### config.mk
export PLATFORM = sky130hd
export DESIGN_NAME = zero_escape_byte_stuffing_codec_unit
export DESIGN_NICKNAME = d
export VERILOG_FILES = /design/src/hw/rtl/zesc_pkg.sv /design/src/hw/rtl/zesc_front.sv /design/src/hw/rtl/zesc_cmd_fifo.sv /design/src/hw/rtl/zesc_back.sv /design/src/hw/rtl/zero_escape_byte_stuffing_codec_unit.sv
export SDC_FILE = /design/constraint.sdc
export NUM_CORES = 1
export LEC_CHECK = 0
export ABC_AREA = 0
export BUFFER_PORTS_ARGS = -buffer_cell sky130_fd_sc_hd__buf_4
export CORE_UTILIZATION = 50
export DETAILED_ROUTE_END_ITERATION = 6
export GPL_TIMING_DRIVEN = 0
export PLACE_DENSITY = 0.78
export SETUP_SLACK_MARGIN = 0.02
export SYNTH_ARGS = -nofsm -noshare
export SYNTH_HDL_FRONTEND = slang
export SYNTH_SLANG_ARGS = --single-unit
export TNS_END_PERCENT = 30
### constraint.sdc
create_clock -name clock -period 2.8 [get_ports clock]
set_input_delay 0.42 -clock clock [delete_from_list [all_inputs] [get_ports clock]]
set_output_delay 0.42 -clock clock [all_outputs]
set_load 0.1 [all_outputs]
### src/hw/rtl/zesc_pkg.sv
package zesc_pkg;

   localparam int CMD_FIFO_DEPTH = 2;

   localparam logic [7:0] BYTE_ZERO = 8'h00;
   localparam logic [7:0] BYTE_ONE  = 8'h01;

   localparam int KIND_W = 3;
   localparam logic [KIND_W-1:0] CMD_BYTE      = 3'd0;
   localparam logic [KIND_W-1:0] CMD_ZERO_PAIR = 3'd1;
   localparam logic [KIND_W-1:0] CMD_TERM      = 3'd2;
   localparam logic [KIND_W-1:0] CMD_REC_END   = 3'd3;
   localparam logic [KIND_W-1:0] CMD_ESC_ERR   = 3'd4;

   typedef struct packed {
      logic [7:0] data_byte;
      logic       end_of_source;
   } req_type;

   typedef struct packed {
      logic [7:0] out_byte;
      logic       byte_valid;
      logic       run_last;
      logic       record_end;
      logic       escape_error;
   } rsp_type;

   typedef struct packed {
      logic [KIND_W-1:0] kind;
      logic [7:0]        data_byte;
   } cmd_type;

   typedef struct packed {
      logic    push;
      cmd_type cmd;
   } cmd_push_type;

endpackage

### src/hw/rtl/zesc_front.sv
module zesc_front (
   input  logic                  clock,
   input  logic                  reset,
   input  logic                  req_push,
   input  logic                  cmd_full,
   input  zesc_pkg::req_type     req_data,
   input  logic                  csr_write_enable,
   input  logic                  csr_write_data,
   output zesc_pkg::cmd_push_type cmd_out
);

   logic decode_mode_ff, decode_mode_in;
   logic pending_zero_ff, pending_zero_in;
   logic accept;

   assign accept = req_push && !cmd_full;

   always_comb begin
      decode_mode_in     = decode_mode_ff;
      pending_zero_in    = pending_zero_ff;
      cmd_out.push       = 1'b0;
      cmd_out.cmd.kind   = zesc_pkg::CMD_BYTE;
      cmd_out.cmd.data_byte = req_data.data_byte;
      if (!decode_mode_ff) begin
         if (req_data.end_of_source) begin
            cmd_out.cmd.kind = zesc_pkg::CMD_TERM;
         end else if (req_data.data_byte == zesc_pkg::BYTE_ZERO) begin
            cmd_out.cmd.kind = zesc_pkg::CMD_ZERO_PAIR;
         end
         cmd_out.push = accept;
      end else if (!pending_zero_ff) begin
         // A zero is held back until the byte after it tells what it was.
         if (req_data.data_byte == zesc_pkg::BYTE_ZERO) begin
            pending_zero_in = pending_zero_ff || accept;
         end else begin
            cmd_out.push = accept;
         end
      end else begin
         if (req_data.data_byte == zesc_pkg::BYTE_ONE) begin
            cmd_out.cmd.data_byte = zesc_pkg::BYTE_ZERO;
         end else if (req_data.data_byte == zesc_pkg::BYTE_ZERO) begin
            cmd_out.cmd.kind = zesc_pkg::CMD_REC_END;
         end else begin
            cmd_out.cmd.kind = zesc_pkg::CMD_ESC_ERR;
         end
         cmd_out.push = accept;
         if (accept) begin
            pending_zero_in = 1'b0;
         end
      end
      if (csr_write_enable) begin
         decode_mode_in  = csr_write_data;
         pending_zero_in = 1'b0;
      end
   end

   always_ff @(posedge clock) begin
      if (reset) begin
         decode_mode_ff  <= 1'b0;
         pending_zero_ff <= 1'b0;
      end else begin
         decode_mode_ff  <= decode_mode_in;
         pending_zero_ff <= pending_zero_in;
      end
   end

endmodule

### src/hw/rtl/zesc_cmd_fifo.sv
module zesc_cmd_fifo #(
   parameter int DEPTH = zesc_pkg::CMD_FIFO_DEPTH
) (
   input  logic                   clock,
   input  logic                   reset,
   input  zesc_pkg::cmd_push_type wr,
   input  logic                   rd_pop,
   output zesc_pkg::cmd_type      rd_cmd,
   output logic                   rd_valid,
   output logic                   full
);

   localparam int PTR_W = (DEPTH > 1) ? $clog2(DEPTH) : 1;
   localparam int CNT_W = $clog2(DEPTH + 1);

   zesc_pkg::cmd_type entry_ff [DEPTH];
   logic [PTR_W-1:0] wr_ptr_ff, wr_ptr_in;
   logic [PTR_W-1:0] rd_ptr_ff, rd_ptr_in;
   logic [CNT_W-1:0] count_ff, count_in;
   logic do_wr, do_rd;

   function automatic logic [PTR_W-1:0] next_ptr(input logic [PTR_W-1:0] p);
      logic [PTR_W-1:0] r;
      if (p == PTR_W'(DEPTH - 1)) begin
         r = '0;
      end else begin
         r = p + PTR_W'(1);
      end
      return r;
   endfunction

   assign full     = (count_ff == CNT_W'(DEPTH));
   assign rd_valid = (count_ff != '0);
   assign rd_cmd   = entry_ff[rd_ptr_ff];
   assign do_wr    = wr.push && !full;
   assign do_rd    = rd_pop && rd_valid;

   always_comb begin
      wr_ptr_in = do_wr ? next_ptr(wr_ptr_ff) : wr_ptr_ff;
      rd_ptr_in = do_rd ? next_ptr(rd_ptr_ff) : rd_ptr_ff;
      count_in  = count_ff;
      if (do_wr && !do_rd) begin
         count_in = count_ff + CNT_W'(1);
      end else if (do_rd && !do_wr) begin
         count_in = count_ff - CNT_W'(1);
      end
   end

   always_ff @(posedge clock) begin
      if (reset) begin
         wr_ptr_ff <= '0;
         rd_ptr_ff <= '0;
         count_ff  <= '0;
      end else begin
         wr_ptr_ff <= wr_ptr_in;
         rd_ptr_ff <= rd_ptr_in;
         count_ff  <= count_in;
      end
   end

   always_ff @(posedge clock) begin
      if (do_wr) begin
         entry_ff[wr_ptr_ff] <= wr.cmd;
      end
   end

endmodule

### src/hw/rtl/zesc_back.sv
module zesc_back (
   input  logic              clock,
   input  logic              reset,
   input  zesc_pkg::cmd_type cmd,
   input  logic              cmd_valid,
   output logic              cmd_pop,
   output zesc_pkg::rsp_type rsp_data,
   output logic              rsp_empty,
   input  logic              rsp_pop
);

   zesc_pkg::rsp_type rsp_ff, rsp_in;
   logic rsp_valid_ff, rsp_valid_in;
   logic half_ff, half_in;
   logic slot_free;
   logic two_byte;
   logic [7:0] second_byte;

   assign slot_free = !rsp_valid_ff || rsp_pop;
   assign rsp_data  = rsp_ff;
   assign rsp_empty = !rsp_valid_ff;

   always_comb begin
      rsp_in       = rsp_ff;
      rsp_valid_in = rsp_valid_ff && !rsp_pop;
      half_in      = half_ff;
      cmd_pop      = 1'b0;
      two_byte     = 1'b0;
      second_byte  = zesc_pkg::BYTE_ZERO;
      unique case (cmd.kind)
         zesc_pkg::CMD_ZERO_PAIR: begin
            two_byte    = 1'b1;
            second_byte = zesc_pkg::BYTE_ONE;
         end
         zesc_pkg::CMD_TERM: begin
            two_byte = 1'b1;
         end
         default: begin
            two_byte = 1'b0;
         end
      endcase
      if (cmd_valid && slot_free) begin
         rsp_valid_in = 1'b1;
         rsp_in       = '0;
         if (two_byte && !half_ff) begin
            // First byte of an expanded pair; the command stays queued.
            rsp_in.out_byte   = zesc_pkg::BYTE_ZERO;
            rsp_in.byte_valid = 1'b1;
            half_in           = 1'b1;
         end else begin
            cmd_pop         = 1'b1;
            half_in         = 1'b0;
            rsp_in.run_last = 1'b1;
            unique case (cmd.kind) inside
               zesc_pkg::CMD_BYTE: begin
                  rsp_in.out_byte   = cmd.data_byte;
                  rsp_in.byte_valid = 1'b1;
               end
               zesc_pkg::CMD_ZERO_PAIR, zesc_pkg::CMD_TERM: begin
                  rsp_in.out_byte   = second_byte;
                  rsp_in.byte_valid = 1'b1;
               end
               zesc_pkg::CMD_REC_END: begin
                  rsp_in.record_end = 1'b1;
               end
               zesc_pkg::CMD_ESC_ERR: begin
                  rsp_in.escape_error = 1'b1;
               end
               default: begin
                  rsp_in.out_byte = zesc_pkg::BYTE_ZERO;
               end
            endcase
         end
      end
   end

   always_ff @(posedge clock) begin
      if (reset) begin
         rsp_valid_ff <= 1'b0;
         half_ff      <= 1'b0;
      end else begin
         rsp_valid_ff <= rsp_valid_in;
         half_ff      <= half_in;
      end
   end

   always_ff @(posedge clock) begin
      rsp_ff <= rsp_in;
   end

endmodule

### src/hw/rtl/zero_escape_byte_stuffing_codec_unit.sv
// Zero-escape byte-stuffing codec for order-preserving record keys.
// Input channel: the source writes req_data while req_full is low and raises
// req_push; each such cycle moves one transaction. Result channel: while
// rsp_empty is low the oldest result sits on rsp_data and rsp_pop takes it.
// csr_write_enable with csr_write_data selects encode (0) or decode (1) and
// drops a half-read escape; write it only while the codec is idle.
// A front stage classifies each input and pushes at most one command into a
// short queue; a back stage expands commands into one or two results through
// a single output register.
// The first result of an input passes through the queue entry and then the
// output register, which it enters once the output register is free.
// Throughput: while the receiver keeps popping, the back stage emits one result
// per cycle, so an input that yields one result can be taken every cycle; one
// that yields two (a zero byte or a terminator in encode mode) holds the queue
// head until both are out. A zero byte in decode mode yields nothing.
// Reset empties the queue and the output register and selects encode mode.
// When the receiver stalls the output register holds, the queue fills, and
// req_full rises once the queue holds CMD_DEPTH commands.
module zero_escape_byte_stuffing_codec_unit #(
   parameter int CMD_DEPTH = zesc_pkg::CMD_FIFO_DEPTH
) (
   input  logic              clock,
   input  logic              reset,
   input  logic              req_push,
   output logic              req_full,
   input  zesc_pkg::req_type req_data,
   output logic              rsp_empty,
   input  logic              rsp_pop,
   output zesc_pkg::rsp_type rsp_data,
   input  logic              csr_write_enable,
   input  logic              csr_write_data
);

   zesc_pkg::cmd_push_type front_cmd;
   zesc_pkg::cmd_type      queue_cmd;
   logic                   queue_valid;
   logic                   queue_pop;

   zesc_front u_front (
      .clock            (clock),
      .reset            (reset),
      .req_push         (req_push),
      .cmd_full         (req_full),
      .req_data         (req_data),
      .csr_write_enable (csr_write_enable),
      .csr_write_data   (csr_write_data),
      .cmd_out          (front_cmd)
   );

   zesc_cmd_fifo #(
      .DEPTH (CMD_DEPTH)
   ) u_cmd_fifo (
      .clock    (clock),
      .reset    (reset),
      .wr       (front_cmd),
      .rd_pop   (queue_pop),
      .rd_cmd   (queue_cmd),
      .rd_valid (queue_valid),
      .full     (req_full)
   );

   zesc_back u_back (
      .clock     (clock),
      .reset     (reset),
      .cmd       (queue_cmd),
      .cmd_valid (queue_valid),
      .cmd_pop   (queue_pop),
      .rsp_data  (rsp_data),
      .rsp_empty (rsp_empty),
      .rsp_pop   (rsp_pop)
   );

endmodule
==> results_tabular.tex <==
\begin{tabular}{lr}
\hline
Metric & Value \\
\hline
\multicolumn{2}{l}{\textbf{Status}} \\
\quad Run status & finished clean \\
\multicolumn{2}{l}{\textbf{Route}} \\
\quad DR vias & 1079 \\
\quad Via density per instance & a little under 5 \\
\quad Number of search-and-repair iterations in the first detailed-routing pass & 4 \\
\quad Number of DRC violations after detailed-routing iteration 0 & 44 \\
\quad Post-DRT Antenna Nets & 0 \\
\quad DRT Wirelength & between 2000 and 3000 microns \\
\quad Residual DRC & 0 \\
\quad Average routed wire per standard cell & roughly 12 microns \\
\multicolumn{2}{l}{\textbf{Clock network}} \\
\quad Post\_cts resized & 0 \\
\quad Clk Tree Root Cell & sky130\_fd\_sc\_hd\_\_clkbuf\_4 \\
\quad Number of sinks driven by the clock tree & 43 \\
\quad Hold-fix buffers at CTS & 0 \\
\quad Clock network latency to the later pin of the worst-skew pair & 350 ps \\
\quad Clock tree from TritonCTS & yes \\
\quad Largest buffer count on any clock path & 2 \\
\quad CTS H-Tree Depth & 2 \\
\quad CTS buffer count & 5 \\
\quad Post-CTS Repair Setup Buffers & 0 \\
\quad Post-CTS clock slew at the launch and capture registers of the worst setup and hold paths & between 100 and 150 ps \\
\multicolumn{2}{l}{\textbf{Global routing}} \\
\quad Maximum number of pins on one net before global-route repair & 15 \\
\quad Global-route track usage on met3 & 5.33\% \\
\quad Met1 usage & about 18\% \\
\quad Met2 Resource Use GR & about a quarter \\
\quad GRT Util Overall & between 10\% and 20\% \\
\quad Number of antenna violations at the first check in global routing & 0 \\
\quad Most used routing layer & met2 \\
\quad Global-route wire length before repair & $\sim$4500 microns \\
\quad Vias in the first global route & slightly above 1000 \\
\quad Total grt overflow & 0 \\
\multicolumn{2}{l}{\textbf{Floorplan}} \\
\quad Placeable Area & around 3400 sq um \\
\quad Width of the chip & about 62 microns \\
\quad Num ports & 29 \\
\quad Num rows & 21 \\
\quad Die Height & between 60 and 70 microns \\
\quad Die Area & just under 4000 sq um \\
\quad Initial Util & a little over half \\
\multicolumn{2}{l}{\textbf{Synthesis}} \\
\quad EDFF count, synth & 34 \\
\quad Post-synth top area share & between 50\% and 60\% \\
\quad Mean cell area of the mapped netlist & $\sim$13 sq um \\
\quad Warning count from the yosys run & 0 \\
\quad Cell type contributing the most total cell area after synthesis & sky130\_fd\_sc\_hd\_\_edfxtp\_1 \\
\quad Most used flip-flop cell after synthesis & sky130\_fd\_sc\_hd\_\_edfxtp\_1 \\
\quad Number of nets produced by synthesis & 153 \\
\quad Post-synthesis async set-or-reset flop share & 0\% \\
\quad Leading post-synthesis cells by cell area & sky130\_fd\_sc\_hd\_\_edfxtp\_1 56\%, sky130\_fd\_sc\_hd\_\_dfxtp\_1 9.9\%, sky130\_fd\_sc\_hd\_\_mux2i\_1 5.0\%, sky130\_fd\_sc\_hd\_\_nor2\_1 3.9\%, sky130\_fd\_sc\_hd\_\_nor2b\_1 2.4\% \\
\quad Flip-flop and latch count after synthesis & 43 \\
\quad Count of mapped cells out of synthesis & around 140 \\
\quad Post-Synthesis Cell Area & around 1800 sq um \\
\quad Distinct cell type count after synthesis & 37 \\
\quad Fraction of the yosys area taken by sequential cells & 66.3\% \\
\multicolumn{2}{l}{\textbf{STA}} \\
\quad Post-route clock skew & just under 10 ps \\
\quad Hold violation count in the final report & 0 \\
\quad Worst hold slack after final layout & approximately 230 ps \\
\quad Unrepaired setup endpoints after global routing & false \\
\quad Share of the clock period used by the worst path after layout & a little over 80\% \\
\quad Transition time of the tightest slew-check pin & $\sim$950 ps \\
\quad Relative slew slack & 36.7\% \\
\quad Max-slew violation count & 0 \\
\quad Setup TNS after final layout & 0 ps \\
\quad Setup violation total in the final timing report & 0 \\
\quad Period minus WS final & around 2300 ps \\
\quad Highest clock frequency the design can meet & around 0.44 GHz \\
\multicolumn{2}{l}{\textbf{Worst setup path}} \\
\quad End of the worst register-to-register path & u\_cmd\_fifo.count\_ff[1] \\
\quad Startpoint kind of the worst setup timing path & flop \\
\quad Slack of the worst reg-to-reg path & between 500 and 600 ps \\
\quad Required time worst endpoint & between 3000 and 4000 ps \\
\quad Worst Setup End Kind & flop \\
\quad Type of the worst setup path & flop to flop \\
\quad Signal arrival time at the worst endpoint & 2550 ps \\
\quad Largest fanout on the critical path & 14 \\
\quad Startpoint of the most critical register-to-register path & u\_cmd\_fifo.count\_ff[0] \\
\quad Cells on worst reg2reg path & 6 \\
\multicolumn{2}{l}{\textbf{Worst hold path}} \\
\quad Hold Crit Class & primary input to flop \\
\quad Min-Delay Endpoint & u\_front.pending\_zero\_ff \\
\quad Worst min-delay path startpoint & csr\_write\_enable \\
\quad Number of instances on the worst hold path & 2 \\
\multicolumn{2}{l}{\textbf{Final layout}} \\
\quad Share of cells above drive strength 1 & 26.2\% \\
\quad Antenna cells & 0 \\
\quad Signed area change from the synthesized netlist to the final layout & 17.3\% \\
\quad Final net count & 187 \\
\multicolumn{2}{l}{\textbf{Place}} \\
\quad Last weighted congestion value of the routability-driven placer & 0.743 \\
\quad Count of port buffers added during placement & 27 \\
\quad Detailed placement HPWL & between 2000 and 2500 microns \\
\multicolumn{2}{l}{\textbf{Flow run}} \\
\quad Max-cap viol count & 0 \\
\hline
\end{tabular}
critical path: stages, from the launching register on:
cell                      delay [ps]
sky130_fd_sc_hd__dfxtp_1         440
sky130_fd_sc_hd__o21a_1          510
sky130_fd_sc_hd__and3b_1         330
sky130_fd_sc_hd__inv_1            70
sky130_fd_sc_hd__ha_1            330
sky130_fd_sc_hd__or3_1           370
sky130_fd_sc_hd__a21oi_1         140
per-stage QoR:
step                      worst slack, ps  utilization (%)  std cells  area, sq um
after CTS                             538             62.2        218         2130
after floorplan                       666                -        137         1810
after detailed placement              386             60.7        210         2070
after global placement                466             60.7        210         2070
final                                 545             62.2        218         2130
after global routing                  427             62.2        218         2130
Yosys cell counts, drive strengths merged (2+ instances only):
library cell and n:
nand2 3, nor2 19, a31oi 3, o21ai 5, inv 4, nor3 4, edfxtp 34, a21oi 3
or3 2, mux2i 9, mux2 3, clkbuf 8, xor2 3, nor2b 7, and2 2, dfxtp 9
nand3 2
how the worst max path moves through the flow:
stage                                 startpoint                     end  slack [ps]
after floorplan                      req_data[6]  u_cmd_fifo.count_ff[1]         670
after global placement                   rsp_pop  u_cmd_fifo.count_ff[1]         470
after detailed placement                 rsp_pop  u_cmd_fifo.count_ff[1]         390
after CTS                 u_cmd_fifo.count_ff[0]  u_cmd_fifo.count_ff[1]         540
after global routing      u_cmd_fifo.count_ff[0]  u_cmd_fifo.count_ff[1]         430
final                     u_cmd_fifo.count_ff[0]  u_cmd_fifo.count_ff[1]         540
layout make-up:
type                       count  area, sq um
buffer                        10         53.8
clock buffer                   6         41.3
clock inverter                 2         12.5
fill                         271         1290
inverter                       4         15.0
multi-input combinational     80          542
sequential                    43         1200
tap                           46         57.6
timing repair buffer          27          203
logic make-up (layout without fill, tap and decap cells):
family | count (synthesis) | count (layout) | share of synthesized area [%]
xor gates and xnor gates | 4 | 4 | 1.93
adders and majority gates | 1 | 1 | 0.690
DFF | 43 | 43 | 66.3
muxes | 12 | 12 | 6.84
AOI/OAI and AO/OA | 16 | 16 | 6.15
and+or+nand+nor | 47 | 47 | 14.3
buffers and inverters | 14 | 49 | 3.80
registers in the layout, summed over array words and instances, names as in the netlist, named ones only:
name	cells
u_cmd_fifo.entry_ff	22
u_back.rsp_data	12
u_cmd_fifo.count_ff	2
u_back.half_ff	1
u_back.rsp_valid_ff	1
u_cmd_fifo.rd_ptr_ff	1
u_cmd_fifo.wr_ptr_ff	1
u_front.decode_mode_ff	1
u_front.pending_zero_ff	1
routing by layer:
layer	vias to the layer above	wire, microns
met3	4	128
met1	490	1230
met4	0	34
li1	556	-
met5	-	0
met2	29	1320
cell usage in the layout (no fill, tap or decap), drive strengths merged, types with 2 or more instances in the layout:
| cell type | Yosys | routed |
|---|---|---|
| buf | 1 | 28 |
| a31oi | 3 | 3 |
| mux2 | 3 | 3 |
| edfxtp | 34 | 34 |
| nor2 | 19 | 19 |
| nand2 | 3 | 3 |
| or3 | 2 | 2 |
| nor3 | 4 | 4 |
| o21ai | 5 | 5 |
| and2 | 2 | 2 |
| xor2 | 3 | 3 |
| mux2i | 9 | 9 |
| nor2b | 7 | 7 |
| a21oi | 3 | 3 |
| inv | 4 | 4 |
| clkbuf | 8 | 14 |
| dfxtp | 9 | 9 |
| nand3 | 2 | 2 |
Power is left out: the tool's default activity adds up to more than one toggle a clock period on the data nets, which glitch-free logic cannot reach.
